## src/design/idp_pkg.sv

```systemverilog
package idp_pkg;

  // Datapath widths
  localparam int unsigned SUM_W      = 40;
  localparam int unsigned PROD_W     = 16;
  localparam int unsigned BIAS_W     = 32;
  localparam int unsigned RESULT_W   = 32;
  localparam int unsigned BYTE_W     = 8;
  localparam int unsigned FMT_W      = 2;
  localparam int unsigned CFG_IDX_W  = 2;
  localparam int unsigned CFG_DATA_W = 32;

  // Default depth of the queue between front and back
  localparam int unsigned QUEUE_DEPTH = 2;

  // Output saturation formats; the unused code falls back to s32
  typedef enum logic [FMT_W-1:0] {
    FMT_S32 = 2'd0,
    FMT_S8  = 2'd1,
    FMT_U8  = 2'd2
  } fmt_e;

  // Configuration register indexes
  typedef enum logic [CFG_IDX_W-1:0] {
    CFG_SRC_SIGNED = 2'd0,
    CFG_BIAS_EN    = 2'd1,
    CFG_OUT_FMT    = 2'd2
  } cfg_idx_e;

  // One classified item as it travels from front to back
  typedef struct packed {
    logic signed [PROD_W-1:0] product;
    logic signed [BIAS_W-1:0] bias;
    logic [FMT_W-1:0]         fmt;
    logic                     last;
  } item_t;

endpackage

```

## src/design/idp_front.sv

```systemverilog
module idp_front (
  input  logic                                 clk_i,
  input  logic                                 rst_ni,
  input  logic                                 cfg_valid_i,
  output logic                                 cfg_ready_o,
  input  logic [idp_pkg::CFG_IDX_W-1:0]        cfg_index_i,
  input  logic [idp_pkg::CFG_DATA_W-1:0]       cfg_data_i,
  input  logic                                 in_valid_i,
  output logic                                 in_ready_o,
  input  logic [idp_pkg::BYTE_W-1:0]           source_byte_i,
  input  logic signed [idp_pkg::BYTE_W-1:0]    weight_value_i,
  input  logic signed [idp_pkg::BIAS_W-1:0]    bias_value_i,
  input  logic                                 last_element_i,
  input  logic                                 full_i,
  output logic                                 push_o,
  output idp_pkg::item_t                       push_item_o
);
  import idp_pkg::*;

  logic                     src_signed_q;
  logic                     bias_en_q;
  logic [FMT_W-1:0]         fmt_q;
  logic signed [BYTE_W:0]   src_ext;
  logic signed [2*BYTE_W:0] prod_full;

  // Configuration registers, always ready
  assign cfg_ready_o = 1'b1;

  always_ff @(posedge clk_i or negedge rst_ni) begin
    if (!rst_ni) begin
      src_signed_q <= 1'b1;
      bias_en_q    <= 1'b0;
      fmt_q        <= FMT_S32;
    end else if (cfg_valid_i) begin
      case (cfg_index_i)
        CFG_SRC_SIGNED: src_signed_q <= cfg_data_i[0];
        CFG_BIAS_EN:    bias_en_q    <= cfg_data_i[0];
        CFG_OUT_FMT:    fmt_q        <= cfg_data_i[FMT_W-1:0];
        default:        ;
      endcase
    end
  end

  // Extend source per sign mode and form the product
  always_comb begin
    src_ext   = src_signed_q ? {source_byte_i[BYTE_W-1], source_byte_i}
                             : {1'b0, source_byte_i};
    prod_full = src_ext * weight_value_i;
  end

  // Classify the item and push it into the queue
  always_comb begin
    push_item_o.product = prod_full[PROD_W-1:0];
    push_item_o.bias    = bias_en_q ? bias_value_i : '0;
    push_item_o.fmt     = fmt_q;
    push_item_o.last    = last_element_i;
  end

  assign in_ready_o = !full_i;
  assign push_o     = in_valid_i && !full_i;

endmodule

```

## src/design/idp_queue.sv

```systemverilog
module idp_queue #(
  parameter int unsigned DEPTH = idp_pkg::QUEUE_DEPTH
) (
  input  logic           clk_i,
  input  logic           rst_ni,
  input  logic           push_i,
  input  idp_pkg::item_t push_item_i,
  output logic           full_o,
  input  logic           pop_i,
  output logic           valid_o,
  output idp_pkg::item_t pop_item_o
);
  import idp_pkg::*;

  localparam int unsigned PTR_W = (DEPTH > 1) ? $clog2(DEPTH) : 1;
  localparam int unsigned CNT_W = $clog2(DEPTH + 1);

  item_t             mem_q [DEPTH];
  logic [PTR_W-1:0]  wr_ptr_q, wr_ptr_d;
  logic [PTR_W-1:0]  rd_ptr_q, rd_ptr_d;
  logic [CNT_W-1:0]  count_q, count_d;
  logic              do_push;
  logic              do_pop;

  assign full_o     = (count_q == CNT_W'(DEPTH));
  assign valid_o    = (count_q != '0);
  assign do_push    = push_i && !full_o;
  assign do_pop     = pop_i && valid_o;
  assign pop_item_o = mem_q[rd_ptr_q];

  // Advance pointers with wrap at the depth
  always_comb begin
    wr_ptr_d = wr_ptr_q;
    rd_ptr_d = rd_ptr_q;
    count_d  = count_q;
    if (do_push) begin
      wr_ptr_d = (wr_ptr_q == PTR_W'(DEPTH - 1)) ? '0 : wr_ptr_q + 1'b1;
    end
    if (do_pop) begin
      rd_ptr_d = (rd_ptr_q == PTR_W'(DEPTH - 1)) ? '0 : rd_ptr_q + 1'b1;
    end
    case ({do_push, do_pop})
      2'b10:   count_d = count_q + 1'b1;
      2'b01:   count_d = count_q - 1'b1;
      default: count_d = count_q;
    endcase
  end

  always_ff @(posedge clk_i or negedge rst_ni) begin
    if (!rst_ni) begin
      wr_ptr_q <= '0;
      rd_ptr_q <= '0;
      count_q  <= '0;
    end else begin
      wr_ptr_q <= wr_ptr_d;
      rd_ptr_q <= rd_ptr_d;
      count_q  <= count_d;
    end
  end

  // Store item payload
  always_ff @(posedge clk_i) begin
    if (do_push) begin
      mem_q[wr_ptr_q] <= push_item_i;
    end
  end

endmodule

```

## src/design/idp_back.sv

```systemverilog
module idp_back (
  input  logic                                 clk_i,
  input  logic                                 rst_ni,
  input  logic                                 valid_i,
  input  idp_pkg::item_t                       item_i,
  output logic                                 pop_o,
  output logic                                 out_valid_o,
  input  logic                                 out_ready_i,
  output logic signed [idp_pkg::RESULT_W-1:0]  result_value_o
);
  import idp_pkg::*;

  localparam int unsigned TOT_W = SUM_W + 1;
  localparam logic signed [SUM_W-1:0] SUM_MAX = {1'b0, {(SUM_W-1){1'b1}}};
  localparam logic signed [SUM_W-1:0] SUM_MIN = {1'b1, {(SUM_W-1){1'b0}}};
  localparam logic signed [TOT_W-1:0] S32_MIN = TOT_W'(-2147483647 - 1);
  localparam logic signed [TOT_W-1:0] S32_MAX = TOT_W'(2147483647);
  localparam logic signed [TOT_W-1:0] S8_MIN  = TOT_W'(-128);
  localparam logic signed [TOT_W-1:0] S8_MAX  = TOT_W'(127);
  localparam logic signed [TOT_W-1:0] U8_MIN  = TOT_W'(0);
  localparam logic signed [TOT_W-1:0] U8_MAX  = TOT_W'(255);

  logic signed [SUM_W-1:0]    sum_q, sum_d;
  logic signed [TOT_W-1:0]    acc_raw;
  logic signed [SUM_W-1:0]    acc_sat;

  logic                       fin_valid_q, fin_valid_d;
  logic signed [SUM_W-1:0]    fin_sum_q;
  logic signed [BIAS_W-1:0]   fin_bias_q;
  logic [FMT_W-1:0]           fin_fmt_q;

  logic                       out_valid_q, out_valid_d;
  logic signed [RESULT_W-1:0] out_value_q;

  logic signed [TOT_W-1:0]    total;
  logic signed [TOT_W-1:0]    lo, hi;
  logic signed [TOT_W-1:0]    clamped;

  logic                       out_free;
  logic                       fin_free;
  logic                       fin_load;

  // Stall control: a final sum needs a free slot, partial items never stall
  assign out_free = !out_valid_q || out_ready_i;
  assign fin_free = !fin_valid_q || out_free;
  assign pop_o    = valid_i && (!item_i.last || fin_free);
  assign fin_load = pop_o && item_i.last;

  // Accumulate with saturation at the sum bounds
  always_comb begin
    acc_raw = TOT_W'(sum_q) + TOT_W'(item_i.product);
    if (acc_raw[TOT_W-1] != acc_raw[TOT_W-2]) begin
      acc_sat = acc_raw[TOT_W-1] ? SUM_MIN : SUM_MAX;
    end else begin
      acc_sat = acc_raw[SUM_W-1:0];
    end
    sum_d = sum_q;
    if (pop_o) begin
      sum_d = item_i.last ? '0 : acc_sat;
    end
  end

  always_comb begin
    fin_valid_d = fin_valid_q;
    if (fin_load) begin
      fin_valid_d = 1'b1;
    end else if (out_free) begin
      fin_valid_d = 1'b0;
    end
  end

  always_ff @(posedge clk_i or negedge rst_ni) begin
    if (!rst_ni) begin
      sum_q       <= '0;
      fin_valid_q <= 1'b0;
    end else begin
      sum_q       <= sum_d;
      fin_valid_q <= fin_valid_d;
    end
  end

  // Hold the finished sum with its bias and format
  always_ff @(posedge clk_i) begin
    if (fin_load) begin
      fin_sum_q  <= acc_sat;
      fin_bias_q <= item_i.bias;
      fin_fmt_q  <= item_i.fmt;
    end
  end

  // Add bias and saturate to the selected format
  always_comb begin
    total = TOT_W'(fin_sum_q) + TOT_W'(fin_bias_q);
    case (fin_fmt_q)
      FMT_S8: begin
        lo = S8_MIN;
        hi = S8_MAX;
      end
      FMT_U8: begin
        lo = U8_MIN;
        hi = U8_MAX;
      end
      default: begin
        lo = S32_MIN;
        hi = S32_MAX;
      end
    endcase
    if (total < lo) begin
      clamped = lo;
    end else if (total > hi) begin
      clamped = hi;
    end else begin
      clamped = total;
    end
  end

  // Output register
  always_comb begin
    out_valid_d = out_valid_q;
    if (fin_valid_q && out_free) begin
      out_valid_d = 1'b1;
    end else if (out_ready_i) begin
      out_valid_d = 1'b0;
    end
  end

  always_ff @(posedge clk_i or negedge rst_ni) begin
    if (!rst_ni) begin
      out_valid_q <= 1'b0;
    end else begin
      out_valid_q <= out_valid_d;
    end
  end

  always_ff @(posedge clk_i) begin
    if (fin_valid_q && out_free) begin
      out_value_q <= clamped[RESULT_W-1:0];
    end
  end

  assign out_valid_o    = out_valid_q;
  assign result_value_o = out_value_q;

endmodule

```

## src/design/int8_dot_product_requantize.sv

```systemverilog
// Streaming int8 dot product with bias and saturating requantization.
// Throughput: one item per cycle while the queue is not full; a last item waits until the final sum slot is free.
// Result path: the item marked last passes the queue, the final sum register and the
// output register, with bias and saturation applied on the way into the output register.
// Reset: clears the running sum, queue and output valid; registers return to
// signed source, bias off, s32 output.
module int8_dot_product_requantize #(
  parameter int unsigned QUEUE_DEPTH = idp_pkg::QUEUE_DEPTH
) (
  input  logic                                 clk_i,
  input  logic                                 rst_ni,
  input  logic                                 cfg_valid_i,
  output logic                                 cfg_ready_o,
  input  logic [idp_pkg::CFG_IDX_W-1:0]        cfg_index_i,
  input  logic [idp_pkg::CFG_DATA_W-1:0]       cfg_data_i,
  input  logic                                 in_valid_i,
  output logic                                 in_ready_o,
  input  logic [idp_pkg::BYTE_W-1:0]           source_byte_i,
  input  logic signed [idp_pkg::BYTE_W-1:0]    weight_value_i,
  input  logic signed [idp_pkg::BIAS_W-1:0]    bias_value_i,
  input  logic                                 last_element_i,
  output logic                                 out_valid_o,
  input  logic                                 out_ready_i,
  output logic signed [idp_pkg::RESULT_W-1:0]  result_value_o
);
  import idp_pkg::*;

  logic  push;
  item_t push_item;
  logic  full;
  logic  pop;
  logic  q_valid;
  item_t pop_item;

  // Front: config registers, product and classification
  idp_front u_front (
    .clk_i          (clk_i),
    .rst_ni         (rst_ni),
    .cfg_valid_i    (cfg_valid_i),
    .cfg_ready_o    (cfg_ready_o),
    .cfg_index_i    (cfg_index_i),
    .cfg_data_i     (cfg_data_i),
    .in_valid_i     (in_valid_i),
    .in_ready_o     (in_ready_o),
    .source_byte_i  (source_byte_i),
    .weight_value_i (weight_value_i),
    .bias_value_i   (bias_value_i),
    .last_element_i (last_element_i),
    .full_i         (full),
    .push_o         (push),
    .push_item_o    (push_item)
  );

  // Queue between front and back
  idp_queue #(
    .DEPTH (QUEUE_DEPTH)
  ) u_queue (
    .clk_i       (clk_i),
    .rst_ni      (rst_ni),
    .push_i      (push),
    .push_item_i (push_item),
    .full_o      (full),
    .pop_i       (pop),
    .valid_o     (q_valid),
    .pop_item_o  (pop_item)
  );

  // Back: accumulate, bias, saturate, output register
  idp_back u_back (
    .clk_i          (clk_i),
    .rst_ni         (rst_ni),
    .valid_i        (q_valid),
    .item_i         (pop_item),
    .pop_o          (pop),
    .out_valid_o    (out_valid_o),
    .out_ready_i    (out_ready_i),
    .result_value_o (result_value_o)
  );

endmodule

```

## config.mk

```make
export PLATFORM = sky130hd
export DESIGN_NAME = int8_dot_product_requantize
export DESIGN_NICKNAME = d
export VERILOG_FILES = /design/src/design/idp_pkg.sv /design/src/design/idp_front.sv /design/src/design/idp_queue.sv /design/src/design/idp_back.sv /design/src/design/int8_dot_product_requantize.sv
export SDC_FILE = /design/constraint.sdc
export NUM_CORES = 1
export LEC_CHECK = 0
export ABC_CLOCK_PERIOD_IN_PS = 12200
export BUFFER_PORTS_ARGS = -buffer_cell sky130_fd_sc_hd__buf_2
export CAP_MARGIN = 5
export CORE_MARGIN = 8
export CORE_UTILIZATION = 60
export DETAILED_ROUTE_END_ITERATION = 8
export GPL_TIMING_DRIVEN = 0
export PLACE_DENSITY = 0.79
export SETUP_SLACK_MARGIN = 0.02
export SLEW_MARGIN = 20
export SYNTH_ARGS = -nofsm -noshare
export SYNTH_HDL_FRONTEND = slang
export SYNTH_SLANG_ARGS = --single-unit
```

## constraint.sdc

```tcl
create_clock -name clk_i -period 12.2 [get_ports clk_i]
set_input_delay 2.44 -clock clk_i [delete_from_list [all_inputs] [get_ports clk_i]]
set_output_delay 2.44 -clock clk_i [all_outputs]
set_load 0.02 [all_outputs]
```

# --- Yosys cells after proc, flatten, opt, wreduce, memory -nomap -nowiden ---
# Memories as Yosys holds them, arrays and structs flattened.
# Cells that the tools add are included.
classes:
  n_addsub: 6
  mul: 1
  order_cmp: 2
  n_eq_ne: 8
  n_mux: 18
  reduce_logical: 21
op_table:
  columns: ["op", "count"]
  rows:
  - ["two-way mux 40 bit", 3]
  - ["two-way mux 32 bit", 3]
  - ["case mux 41 bit (2 select lines)", 1]
  - ["case mux 31 bit (2 select lines)", 1]
  - ["adder 40 x 16 -> 41 bit", 1]
  - ["adder 40 x 32 -> 41 bit", 1]
  - ["> comparator 41 x 32 -> 1 bit", 1]
  - ["< comparator 41 bit", 1]
  - ["multiplier 9 x 8 -> 16 bit", 1]
  - ["two-way mux 9 bit", 1]
  - ["equality test 2 bit (second input constant)", 4]
  - ["two-way mux 1 bit", 8]
  - ["nonzero test 2 bit", 4]
  - ["equality test 2 x 1 -> 1 bit (second input constant)", 3]
  - ["logical AND 1 bit", 6]
  - ["AND reduction 2 bit", 3]
  - ["logical NOT 1 bit", 4]
  - ["case mux 2 bit (2 select lines)", 1]
  - ["logical OR 1 bit", 3]
  - ["adder 1 bit (second input constant)", 2]
  - ["adder 2 x 1 -> 2 bit (second input constant)", 1]
  - ["logical NOT 2 bit", 1]
  - ["subtractor 2 x 1 -> 2 bit (second input constant)", 1]
  - ["inequality test 1 bit", 1]
word_totals:
  regBits: 156
  ramBits: 102
  input_bits: 88
  output_inout_bits: 35
  word_cells: 70
  memories: 1
mem_list:
  columns: ["name", "words", "word_bits", "read_ports", "rd_ports_with_merged_regs", "write_ports", "line_no", "text"]
  rows:
  - ["u_queue.mem_q", 2, 51, 1, 0, 1, "idp_queue.sv:18", "item_t mem_q [DEPTH];"]

# --- Longest topological paths before layout ---
logic_depth:
  word_depth: 8
  mapped_depth: 25
  ltp_nobuf: 22

# --- Hierarchy ---
# Synthesis repeated with hierarchy kept, for this count alone.
unflattened:
  hier_cells: 1790
  hier_area_um2: 18716.7
modules_own_cells:
  columns: ["mod", "instances", "cells_each", "area_per_inst_um2", "seq_area_each_um2"]
  rows:
  - ["idp_back", 1, 1261, 11807.6, 4234.1]
  - ["idp_queue", 1, 177, 3903.7, 3163.0]
  - ["idp_front", 1, 352, 3005.4, 101.3]

# --- Worst setup path after synthesis ---
# OpenSTA, ideal clock, no wires.
synth_path:
  path_kind: "in2reg"
  startpoint: "in weight_value_i[6] (netlist name)"
  endpoint: "mem u_queue.mem_q[0][49] (netlist name), data pin"
  setup_time_ps: 262
  arrival_time_ps: 6326
  required_time_ps: 11938
  path_slack_ps: 5612
  stages: 17
  n_path_buf: 1
  cell_sequence: "clkbuf_1 -> nand2_1 -> fa_1 -> fa_1 -> inv_1 -> fa_1 -> fa_1 -> ha_1 -> o21ai_0 -> a21boi_0 -> o21ai_0 -> a21boi_0 -> o21a_1 -> o21ai_0 -> nand2b_1 -> a21oi_1 -> xnor2_1"
synth_lines:
  columns: ["element", "line_no", "text"]
  rows:
  - ["start, declared", "int8_dot_product_requantize.sv:19", "input logic signed [idp_pkg::BYTE_W-1:0] weight_value_i,"]
  - ["end, declared", "idp_queue.sv:18", null]

# --- Worst setup path after layout ---
layout_path:
  startpoint: "reg u_back.fin_bias_q[0]"
  endpoint: "reg u_back.out_value_q[12] (netlist: u_back.result_value_o[12]), data pin"
layout_via:
  elab_chain_len: 4
  elab_cells_between_ends: 5
  classes_between: "1 x add/sub; 2 x order compare; 2 x mux"
layout_lines:
  columns: ["element", "line_no", "text"]
  rows:
  - ["start, declared", "idp_back.sv:29", "logic signed [BIAS_W-1:0] fin_bias_q;"]
  - ["start signal, assigned", "idp_back.sv:86", "fin_bias_q <= item_i.bias;"]
  - ["adder 40 x 32 -> 41 bit *", "idp_back.sv:93", "total = TOT_W'(fin_sum_q) + TOT_W'(fin_bias_q);"]
  - ["> comparator 41 x 32 -> 1 bit", "idp_back.sv:110", "end else if (total > hi) begin"]
  - ["two-way mux 32 bit", "idp_back.sv:110", null]
  - ["two-way mux 32 bit *", "idp_back.sv:108", "if (total < lo) begin"]
  - ["named net u_back.clamped[12]", "idp_back.sv:37", "logic signed [TOT_W-1:0] clamped;"]
  - ["end signal, assigned", "idp_back.sv:137", "out_value_q <= clamped[RESULT_W-1:0];"]
  - ["end, declared", "idp_back.sv:33", "logic signed [RESULT_W-1:0] out_value_q;"]
# Mark *: on every way through the listed nets, which the timed path passes. The rest lies on a longest branch.
# A chain may end at the register's enable or synchronous reset.

==> impl_metrics.csv <==
group,metric,value,unit
drt,highest-signal-layer,"met4",
yosys,synth_nets,2092,
yosys,postSynthAreaPerCell,10.38,µm²
floorplan,num_rows,64,
timing,fmax,148.2,MHz
timing,count_of_endpoints_failing_setup_in_the_final_report,0,
setup_path,critPathSlowestCell,"sky130_fd_sc_hd__o41ai_2",
yosys,synth.top_cell.area_share,0.3392,
clock_network,cts_tree,"done",
timing,period_minus_slack,6.747,ns
floorplan,dieArea,36550,µm²
timing,setup_tns,0,ns
setup_path,cp_data_arrival_time,7.02,ns
yosys,yosys.area.top_type,"sky130_fd_sc_hd__edfxtp_1",
drt,detail_route.wirelength.met1,17620,µm
drt,drt_first_pass_iters,5,
run_status,outcome,"complete, no violations",
placed_design,io_buffers,89,
global_route,grt_pass1_wl,69380,µm
timing,slew_headroom,0.3346,
drt,wl_per_cell,18.34,µm
global_route,groute.usage.overall,0.2332,
setup_path,worst_path_largest_cell_delay,0.66,ns
setup_path,criticalPathCategory,"reg -> reg",
cells_and_area,area_growth_syn_to_layout,10.53,%
yosys,yosys_reg_bits,258,
floorplan,core_region_area,30430,µm²
setup_path,timing.critical_path.to_type,"register",
cells_and_area,final_common_cell,"sky130_fd_sc_hd__edfxtp_1",
timing,min_period_over_period,0.5530,
clock_network,number_of_levels_in_the_clock_h_tree,1,
timing,tightestPinTransition,0.9729,ns
clock_network,cts.repair.resized,0,
yosys,netlist_instances,1774,
min_path,min-delay-path-class,"reg -> reg",
setup_path,worst-path-max-fanout,10,
global_route,grt_pass1_vias,13859,
clock_network,ctsRootBufferMaster,"sky130_fd_sc_hd__clkbuf_16",
timing,timing.final.max_slew_violations,0,
job,maxCapViolCount,0,
setup_path,worst-endpoint-required,12.47,ns
drt,drt-total-wl,42380,µm
timing,hold_violation_count_in_the_final_report,0,
drt,met3WireLength,1879,µm
floorplan,initial_utilization,0.6051,
global_route,grt_start_max_net_pins,36,
clock_network,cts-root-to-sink-buffers,3,
cells_and_area,post_route_cells_drive_above_1_share,0.1394,
setup_path,crit_family,"compound AO/OA/AOI/OAI gates",
yosys,synth_async_sr_flop_share,0.1938,
placed_design,finalWeightedCongestion,0.9310,
yosys,synth_enable_flop_cells,208,
clock_network,clkTransAtPathRegs,0.07,ns
yosys,yosys-top-cells-area,"sky130_fd_sc_hd__edfxtp_1, sky130_fd_sc_hd__ha_1, sky130_fd_sc_hd__dfrtp_1, sky130_fd_sc_hd__fa_1, sky130_fd_sc_hd__mux2_2",
cells_and_area,antenna-diode-count,0,
drt,route.vias.total,13607,
global_route,number_of_antenna_violations_at_the_first_check_in_global_routing,1,
setup_path,path_buf_inv,2,
setup_path,critPathMostFrequentCell,"sky130_fd_sc_hd__or3_1",
clock_network,post_cts_hold_buffer_count,0,
drt,drt-initial-drc-count,817,
setup_path,start_kind,"register",
clock_network,cts_made_buffers,25,
clock_network,postCtsSetupRepairBufs,0,
cells_and_area,layout_common_cells,"sky130_fd_sc_hd__edfxtp_1, sky130_fd_sc_hd__ha_1, sky130_fd_sc_hd__nand2_1",
global_route,grt-ovfl-total,0,
clock_network,clkLatencyLatePin,0.53,ns
drt,route.detailed.drc,0,
floorplan,die_width,191.2,µm
drt,routed_via_density,5.888,
clock_network,clock-sinks,258,
placed_design,dp_hpwl,33810,µm
drt,final_antenna_net_count,0,
yosys,synth_warn,0,
yosys,netlist_area,18410,µm²
floorplan,io-pin-count,123,
cells_and_area,fin_nets,2214,
timing,rsz_0062_raised_after_global_routing,"false",
floorplan,die_h,191.2,µm
yosys,synth_sequential_area_ratio,0.4072,
drt,met2RoutedLength,21400,µm
yosys,synth.distinct_cells,88,
yosys,synthFlopType,"sky130_fd_sc_hd__edfxtp_1",
timing,final_worst_clock_skew,0.01788,ns
setup_path,crit_chain,"ha_1, fa_1, a211oi_2, o31ai_2, o211ai_2, a21oi_1, nor2_1, o21ai_0, xnor2_1, inv_1, ha_1, nand2_1, or3_1, or3_1, or3_1, o41ai_2, a21oi_1, or4b_1, o41ai_2, o31a_2, buf_4, o21ai_2",
synthesized netlist by cell type (10+ instances only):
master	number
sky130_fd_sc_hd__nor2_1	131
sky130_fd_sc_hd__inv_1	130
sky130_fd_sc_hd__mux2_2	53
sky130_fd_sc_hd__nor2b_1	14
sky130_fd_sc_hd__clkbuf_1	52
sky130_fd_sc_hd__ha_1	170
sky130_fd_sc_hd__nand2_1	138
sky130_fd_sc_hd__a22o_1	11
sky130_fd_sc_hd__and2_1	81
sky130_fd_sc_hd__and3_1	12
sky130_fd_sc_hd__nand2b_1	15
sky130_fd_sc_hd__nand3_1	29
sky130_fd_sc_hd__nand4_1	26
sky130_fd_sc_hd__a21oi_1	117
sky130_fd_sc_hd__xor2_1	34
sky130_fd_sc_hd__edfxtp_1	208
sky130_fd_sc_hd__xnor2_1	54
sky130_fd_sc_hd__a31oi_1	12
sky130_fd_sc_hd__nor3_1	16
sky130_fd_sc_hd__o211ai_1	15
sky130_fd_sc_hd__o21ai_0	90
sky130_fd_sc_hd__or3_1	10
sky130_fd_sc_hd__o21ai_2	20
sky130_fd_sc_hd__a21o_1	53
sky130_fd_sc_hd__fa_1	60
sky130_fd_sc_hd__o21bai_1	10
sky130_fd_sc_hd__dfrtp_1	49
sky130_fd_sc_hd__a211oi_1	16
sky130_fd_sc_hd__o21a_1	13
per-layer routing:
layer  up-vias  track usage
met1      6588       0.2847
met2       347       0.4233
met3        69      0.02371
li1       6603            -
met4         0      0.08141
met5         -            0
per-stage QoR:
step,area [µm²],setup slack (ns),hold WS (ns),instances,util
6_report,20350,5.453,0.4859,2311,0.6688
5_1_grt,20350,5.182,0.5085,2311,0.6688
4_1_cts,20350,5.464,0.4860,2311,0.6688
3_5_place_dp,19510,5.070,0.4712,2265,0.6412
3_3_place_gp,19350,4.137,0.4487,2259,0.6361
2_1_floorplan,18410,5.612,0.4366,1774,-
final timing paths:
kind                       slack [ns]  cells after the start                 start                         to
max                              5.45                     22  u_back.fin_bias_q[0]  u_back.result_value_o[12]
min                              0.49                      1    u_back.fin_valid_q         u_back.out_valid_o
max reg2reg                      5.45                     22  u_back.fin_bias_q[0]  u_back.result_value_o[12]
min reg2reg                      0.49                      1    u_back.fin_valid_q         u_back.out_valid_o
max in group asynchronous        9.73                      2                rst_ni       u_front.src_signed_q
min in group asynchronous        1.87                      1                rst_ni         u_back.out_valid_o
cells by family (layout without fill, tap and decap cells):
group,Yosys count,in the layout,synth area share
multiplexers,56,56,0.03404
adder cells (fa/ha/maj),230,230,0.1807
AND/OR/NAND/NOR,504,504,0.1340
AO/OA/AOI/OAI,438,438,0.1589
other,1,1,0.0002037
flip-flops,258,258,0.4072
XOR/XNOR,88,88,0.04186
buffers and inverters,199,340,0.04308
worst register-to-register path: cells and delay by family (launching register included):
kind                     cells  cell delay [ns]
AO/OA/AOI/OAI               10             2.45
AND/OR/NAND/NOR              6             2.01
adder cells (fa/ha/maj)      3             0.99
flip-flops                   1             0.37
XOR/XNOR                     1             0.34
buffers and inverters        2             0.34
state kept, by name, indices dropped and copies added (netlist names):
name	cells
u_front.bias_en_q	1
u_back.fin_bias_q	32
u_back.result_value_o	32
u_back.fin_fmt_q	2
u_back.out_valid_o	1
u_front.src_signed_q	1
u_back.fin_valid_q	1
u_queue.wr_ptr_q	1
u_front.fmt_q	2
u_queue.mem_q	102
u_queue.count_q	2
u_back.sum_q	40
u_queue.rd_ptr_q	1
u_back.fin_sum_q	40
cell type report:
class	count	area (µm²)
buffer	69	305.3
multi-input combinational	1317	10140
clock inverter	19	197.7
fill	2386	10080
tap	396	495.5
sequential	258	7498
inverter	130	488.0
clock buffer	27	643.1
timing repair buffer	95	580.6
Power is not shown: default switching activity piles up to over one toggle a cycle in this logic, so the estimate is an artifact.
